==> config.mk <==
export PLATFORM = sky130hd
export DESIGN_NAME = sortable_circular_fifo
export DESIGN_NICKNAME = d
export VERILOG_FILES = /design/src/rtl/scfifo_pkg.sv /design/src/rtl/sortable_circular_fifo.sv
export SDC_FILE = /design/constraint.sdc
export NUM_CORES = 1
export LEC_CHECK = 0
export ABC_CLOCK_PERIOD_IN_PS = 4500
export BUFFER_PORTS_ARGS = -buffer_cell sky130_fd_sc_hd__buf_2
export CORE_MARGIN = 3
export CORE_UTILIZATION = 45
export DETAILED_ROUTE_END_ITERATION = 8
export PLACE_DENSITY = 0.74
export SETUP_SLACK_MARGIN = 0.5
export SKIP_CTS_REPAIR_TIMING = 1
export SLEW_MARGIN = 20
export SYNTH_ARGS = -nofsm -noshare
export SYNTH_HDL_FRONTEND = slang
export SYNTH_SLANG_ARGS = --single-unit
==> constraint.sdc <==
create_clock -name clk -period 4.5 [get_ports clk]
set_clock_uncertainty 0.05 [all_clocks]
set_input_delay 0.675 -clock clk [delete_from_list [all_inputs] [get_ports clk]]
set_output_delay 0.675 -clock clk [all_outputs]
set_load 0.05 [all_outputs]
==> src/rtl/scfifo_pkg.sv <==
// Shared types and codes for the sortable circular FIFO.
// Holds the command and result word formats and the sort sequencer states.
// No dependencies.
package scfifo_pkg;

  localparam int unsigned WORD_W = 32;
  localparam int unsigned OCC_W  = 4;

  typedef enum logic [1:0] {
    OP_APPEND = 2'd0,
    OP_SERVE  = 2'd1,
    OP_SORT   = 2'd2,
    OP_NOP    = 2'd3
  } op_t;

  typedef enum logic [1:0] {
    STAT_OK    = 2'd0,
    STAT_FULL  = 2'd1,
    STAT_EMPTY = 2'd2
  } status_t;

  typedef enum logic [2:0] {
    SS_IDLE,
    SS_LOAD,
    SS_SCAN,
    SS_FLUSH,
    SS_EMIT
  } sort_state_t;

  typedef struct packed {
    op_t                      operation;
    logic signed [WORD_W-1:0] value;
  } item_t;

  typedef struct packed {
    logic signed [WORD_W-1:0] data;
    status_t                  status;
    logic                     last;
    logic [OCC_W-1:0]         occupancy;
  } result_t;

endpackage

==> src/rtl/sortable_circular_fifo.sv <==
// Sortable circular FIFO: top level, word store and sort sequencer.
// Depends on scfifo_pkg for the command/result word types and state codes.
//
// Latency: append, serve, no-op and error words give one result word in the
// cycle after start. Append and serve accept one word per cycle (busy low).
// A sort of n >= 2 held words runs n-1 bubble passes over the word store,
// each pass a load step, a scan over its words and a flush step, then streams
// the n words out one per cycle; the word store has one read and one write port.
// Reset: rst (synchronous) empties the queue; stored words stay undefined.
// Results cannot be stalled: each strobe marks a word valid for one cycle.
module sortable_circular_fifo #(
  parameter int unsigned DEPTH = 8
) (
  input  logic                  clk,
  input  logic                  rst,
  input  logic                  start,
  output logic                  busy,
  input  scfifo_pkg::item_t     item,
  output logic                  strobe,
  output scfifo_pkg::result_t   result
);
  import scfifo_pkg::*;

  localparam int unsigned AW = $clog2(DEPTH);
  localparam int unsigned CW = $clog2(DEPTH + 1);

  // Word store: one write and one registered read per cycle.
  logic signed [WORD_W-1:0] mem [DEPTH];
  logic signed [WORD_W-1:0] rd_data;
  logic                     rd_en;
  logic [AW-1:0]            rd_addr;
  logic                     wr_en;
  logic [AW-1:0]            wr_addr;
  logic signed [WORD_W-1:0] wr_data;

  // Queue pointers.
  logic [AW-1:0] head;
  logic [AW-1:0] tail;
  logic [CW-1:0] count;

  // Sort sequencer.
  sort_state_t              state;
  sort_state_t              state_next;
  logic [CW-1:0]            pos;
  logic [CW-1:0]            span;
  logic                     first;
  logic signed [WORD_W-1:0] carry;

  // Result registers; data comes straight from the store read when res_mem.
  logic             res_mem;
  status_t          res_status;
  logic             res_last;
  logic [CW-1:0]    res_occ;

  logic             accept;
  logic             is_full;
  logic             is_empty;
  logic [CW-1:0]    pos_back;
  logic [CW-1:0]    span_back;
  logic             carry_greater;

  // Map a queue position onto a slot of the ring.
  function automatic logic [AW-1:0] ring_slot(input logic [AW-1:0] base,
                                              input logic [AW-1:0] off);
    logic [AW:0] sum;
    sum = {1'b0, base} + {1'b0, off};
    if (sum >= (AW+1)'(DEPTH)) begin
      sum = sum - (AW+1)'(DEPTH);
    end
    return sum[AW-1:0];
  endfunction

  function automatic logic [AW-1:0] ring_inc(input logic [AW-1:0] p);
    return (p == AW'(DEPTH - 1)) ? '0 : p + AW'(1);
  endfunction

  assign busy          = (state != SS_IDLE);
  assign accept        = start && (state == SS_IDLE);
  assign is_full       = (count >= CW'(DEPTH));
  assign is_empty      = (count == '0);
  assign pos_back      = pos - CW'(2);
  assign span_back     = span - CW'(1);
  assign carry_greater = (carry > rd_data);

  assign result.data      = res_mem ? rd_data : '0;
  assign result.status    = res_status;
  assign result.last      = res_last;
  assign result.occupancy = OCC_W'(res_occ);

  // Word store.
  always_ff @(posedge clk) begin
    if (wr_en) begin
      mem[wr_addr] <= wr_data;
    end
    if (rd_en) begin
      rd_data <= mem[rd_addr];
    end
  end

  // Next state of the sort sequencer.
  always_comb begin
    state_next = state;
    case (state)
      SS_IDLE: begin
        if (accept && (item.operation == OP_SORT)) begin
          if (count >= CW'(2)) begin
            state_next = SS_LOAD;
          end else if (count == CW'(1)) begin
            state_next = SS_EMIT;
          end
        end
      end
      SS_LOAD:  state_next = SS_SCAN;
      SS_SCAN: begin
        if (pos == span) begin
          state_next = SS_FLUSH;
        end
      end
      SS_FLUSH: state_next = (span > CW'(2)) ? SS_LOAD : SS_EMIT;
      SS_EMIT: begin
        if (pos == count - CW'(1)) begin
          state_next = SS_IDLE;
        end
      end
      default:  state_next = SS_IDLE;
    endcase
  end

  // Store port control per state.
  always_comb begin
    rd_en   = 1'b0;
    rd_addr = head;
    wr_en   = 1'b0;
    wr_addr = tail;
    wr_data = item.value;
    case (state)
      SS_IDLE: begin
        rd_en = accept && (item.operation == OP_SERVE) && !is_empty;
        wr_en = accept && (item.operation == OP_APPEND) && !is_full;
      end
      SS_LOAD: begin
        rd_en   = 1'b1;
        rd_addr = ring_slot(head, pos[AW-1:0]);
      end
      SS_SCAN: begin
        // Read the next word while writing back the smaller of the pair.
        rd_en   = (pos != span);
        rd_addr = ring_slot(head, pos[AW-1:0]);
        wr_en   = !first;
        wr_addr = ring_slot(head, pos_back[AW-1:0]);
        wr_data = carry_greater ? rd_data : carry;
      end
      SS_FLUSH: begin
        // Park the pass maximum at the end of the pass.
        wr_en   = 1'b1;
        wr_addr = ring_slot(head, span_back[AW-1:0]);
        wr_data = carry;
      end
      SS_EMIT: begin
        rd_en   = 1'b1;
        rd_addr = ring_slot(head, pos[AW-1:0]);
      end
      default: begin
        rd_en = 1'b0;
        wr_en = 1'b0;
      end
    endcase
  end

  // Pointers, sequencer registers and result words.
  always_ff @(posedge clk) begin
    if (rst) begin
      state  <= SS_IDLE;
      head   <= '0;
      tail   <= '0;
      count  <= '0;
      pos    <= '0;
      span   <= '0;
      first  <= 1'b0;
      strobe <= 1'b0;
      res_mem <= 1'b0;
    end else begin
      state  <= state_next;
      strobe <= 1'b0;
      case (state)
        SS_IDLE: begin
          if (accept) begin
            strobe     <= 1'b1;
            res_mem    <= 1'b0;
            res_status <= STAT_OK;
            res_last   <= 1'b1;
            res_occ    <= count;
            pos        <= '0;
            span       <= count;
            case (item.operation)
              OP_APPEND: begin
                if (is_full) begin
                  res_status <= STAT_FULL;
                end else begin
                  tail    <= ring_inc(tail);
                  count   <= count + CW'(1);
                  res_occ <= count + CW'(1);
                end
              end
              OP_SERVE: begin
                if (is_empty) begin
                  res_status <= STAT_EMPTY;
                end else begin
                  head    <= ring_inc(head);
                  count   <= count - CW'(1);
                  res_occ <= count - CW'(1);
                  res_mem <= 1'b1;
                end
              end
              OP_SORT: begin
                // Non-empty sort: results come from the emit stream instead.
                if (is_empty) begin
                  res_status <= STAT_EMPTY;
                end else begin
                  strobe <= 1'b0;
                end
              end
              default: begin
                res_status <= STAT_OK;
              end
            endcase
          end
        end
        SS_LOAD: begin
          pos   <= CW'(1);
          first <= 1'b1;
        end
        SS_SCAN: begin
          pos   <= pos + CW'(1);
          first <= 1'b0;
          // Keep the larger word; ties leave the earlier word in front.
          if (first || !carry_greater) begin
            carry <= rd_data;
          end
        end
        SS_FLUSH: begin
          pos  <= '0;
          span <= span_back;
        end
        SS_EMIT: begin
          strobe     <= 1'b1;
          res_mem    <= 1'b1;
          res_status <= STAT_OK;
          res_last   <= (pos == count - CW'(1));
          res_occ    <= count;
          pos        <= pos + CW'(1);
        end
        default: begin
          pos <= '0;
        end
      endcase
    end
  end

endmodule
==> out/qor.csv <==
stage,metric,value,unit
sta,rsz0062_at_grt,no,
critical_path,cp_max_fo,19,
sta,slew_headroom,42.85,%
final_layout,drive_above_1_share,18.43,%
die,coreArea,36000,µm²
yosys,synth_top_family_by_area,multiplexers,
yosys,synthArstFlopShare,0,%
final_layout,fillerInstances,2942,
sta,hold_viol_final,0,
cts,cts_inserted_buffers,37,
min_path,hp-class,reg -> reg,
final_layout,final_cell_mix,"edfxtp_1, mux2i_1, nor2_1",
sta,finalCriticalPeriod,3.723,ns
final_layout,area_delta_synth_final,13.37,%
cts,root_buffer,clkbuf_16,
critical_path,endpoint_kind,flop,
power_and_ir_drop,p_leak,0.007294,µW
placed_design,hpwl,21.99,mm
cts,clk_latency,0.53,ns
global_route,antenna_found_initial,0,
sta,worst-slew-pin-transition,0.8572,ns
drt,ant_nets,0,
yosys,synthesis.nets,1378,
die,die_area,39250,µm²
critical_path,arrival,3.91,ns
yosys,synth_edf_count,327,
global_route,grt_util_all_layers,18.45,%
die,die_h,198.1,µm
yosys,synth.area.mux_share,11.28,%
final_layout,regArea,10300,µm²
placed_design,place_congestion,0.7823,
cts,clk_pin_slew,0.06,ns
drt,wirelength,36.54,mm
final_layout,multiInputGateArea,5826,µm²
power_and_ir_drop,power_density,565.6,nW/µm²
drt,wire_per_inst,19.87,µm
yosys,syn_area_per_cell,12.88,µm²
final_layout,diodes,0,
drt,vias,10331,
yosys,synth-simple-area-share,10.23,%
global_route,grt_overflow,0,
die,die_w,198.1,µm
placed_design,io_buffers,77,
placed_design,dpl_cell_area,17550,µm²
final_layout,layout_commonest_cell,edfxtp_1,
yosys,ys_types,61,
global_route,grt_max_degree,129,
sta,slew_violations,0,
final_layout,stdcell_area,18830,µm²
global_route,grt_pass1_wl,56.86,mm
drt,drcViolationCount,0,
die,ios,78,
run_status,outcome,finished clean,
flow_run,cap_violations,0,
yosys,yosys_register_bits,351,
cts,ctsHtreeMaxLevel,2,
cts,cts.sinks,351,
yosys,syn_area,16610,µm²
yosys,synthFlopType,edfxtp_1,
yosys,yosysSeqAreaShare,62.01,%
critical_path,critical_path_class,reg -> reg,
cts,cts_tree,done,
die,row_count,69,
drt,vias_per_cell,5.618,
yosys,postSynthCellCount,1290,
power_and_ir_drop,ir_drop,0.2681,mV
drt,first_pass_iters,5,
critical_path,start_kind,flop,
critical_path,cp.required,4.69,ns
yosys,ys_warn_count,0,
final_layout,nets,1439,
drt,drtIter0Drc,773,
yosys,synth_compound_area_share,8.000,%
cts,clockBufferDepth,3,
sta,finalCritPeriodShare,82.74,%
yosys,synthXorXnorAreaFrac,1.055,%
sta,fmaxAchievable,0.2686,GHz
die,initial_core_util,46.14,%
global_route,grt_pass1_vias,10234,
sta,whs,0.4193,ns
sta,setup-violations-final,0,
yosys,synth-adder-area-share,3.932,%
## where the power goes
part / total (µW) / switching [µW] / internal (µW)
registers: 4520 / 219 / 4300
clock network: 3190 / 1250 / 1940
logic: 2940 / 2010 / 933
## cell usage after synthesis, drive strengths merged (5+ instances only)
| master | count | area [µm²] |
|---|---|---|
| a211oi | 6 | 45.04 |
| a21oi | 90 | 461.7 |
| and2 | 34 | 212.7 |
| and3 | 5 | 31.28 |
| buf | 40 | 241.5 |
| clkbuf | 43 | 161.4 |
| dfxtp | 24 | 480.5 |
| edfxtp | 327 | 9819 |
| ha | 49 | 613.1 |
| inv | 47 | 176.4 |
| mux2 | 66 | 743.2 |
| mux2i | 113 | 1131 |
| nand2 | 66 | 247.7 |
| nand3 | 26 | 130.1 |
| nand4 | 8 | 62.56 |
| nand4b | 18 | 157.7 |
| nor2 | 105 | 394.1 |
| nor2b | 22 | 137.6 |
| nor3 | 32 | 175.2 |
| o211ai | 36 | 270.3 |
| o21ai | 70 | 354.1 |
| xnor2 | 16 | 140.1 |
## flip-flops by register name, indices dropped and copies added (netlist names), 2 cells and up
register,cells
carry,32
state,3
pos,4
tail,3
res_occ,4
mem,256
head,3
res_status,2
rd_data,32
count,4
span,4
## stage by stage
step | total power (µW) | setup TNS (ns) | util, % | cells | setup slack [ns]
2_1_floorplan | 6688 | -22.59 | - | 1290 | -0.3170
3_3_place_gp | 7416 | 0 | 48.74 | 1773 | 0.9727
3_5_place_dp | 7507 | 0 | 48.74 | 1773 | 0.8163
4_1_cts | 10700 | 0 | 52.29 | 1839 | 0.7994
5_1_grt | 11170 | 0 | 52.31 | 1839 | 0.5721
6_report | 10650 | 0 | 52.31 | 1839 | 0.7768
## logic make-up (layout without fill, tap and decap cells)
logic type	Yosys count	in the layout
AND/OR/NAND/NOR	336	336
buffers and inverters	130	218
XOR/XNOR	20	20
flip-flops	351	351
multiplexers	179	179
AO/OA/AOI/OAI	223	223
adder cells (fa/ha/maj)	51	51
## worst max-delay path, cell delays in order (launching register included)
cell and delay [ns]:
edfxtp_1 0.38, inv_1 0.08, ha_1 0.32, nand4_2 0.15
or4_4 0.59, a21o_1 0.20, a31oi_4 0.24, nor3_4 0.15
a21oi_4 0.63, mux2i_1 0.64
## area by class of cell
class	count	area share, %
multi-input combinational	809	30.94
timing repair buffer	105	3.581
clock buffer	41	5.050
clock inverter	25	1.734
sequential	351	54.70
inverter	47	0.9369
tap	461	3.063
## routing by layer
layer / routed length [µm] / track usage [%] / vias to the layer above
li1: - / - / 4907
met1: 15660 / 24.44 / 5035
met2: 17870 / 31.11 / 320
met3: 1830 / 2.671 / 69
met4: 1178 / 6.737 / 0
met5: 0 / 0 / -
## final timing paths
path | startpoint | end | cells after the start | slack, ns
max | rd_data[13] | mem[7][26] | 9 | 0.78
min reg2reg | rd_data[20] | carry[20] | 0 | 0.42
min | rd_data[20] | carry[20] | 0 | 0.42
max reg2reg | rd_data[13] | mem[7][26] | 9 | 0.78
Note: power is estimated with default switching activity, not from simulation.
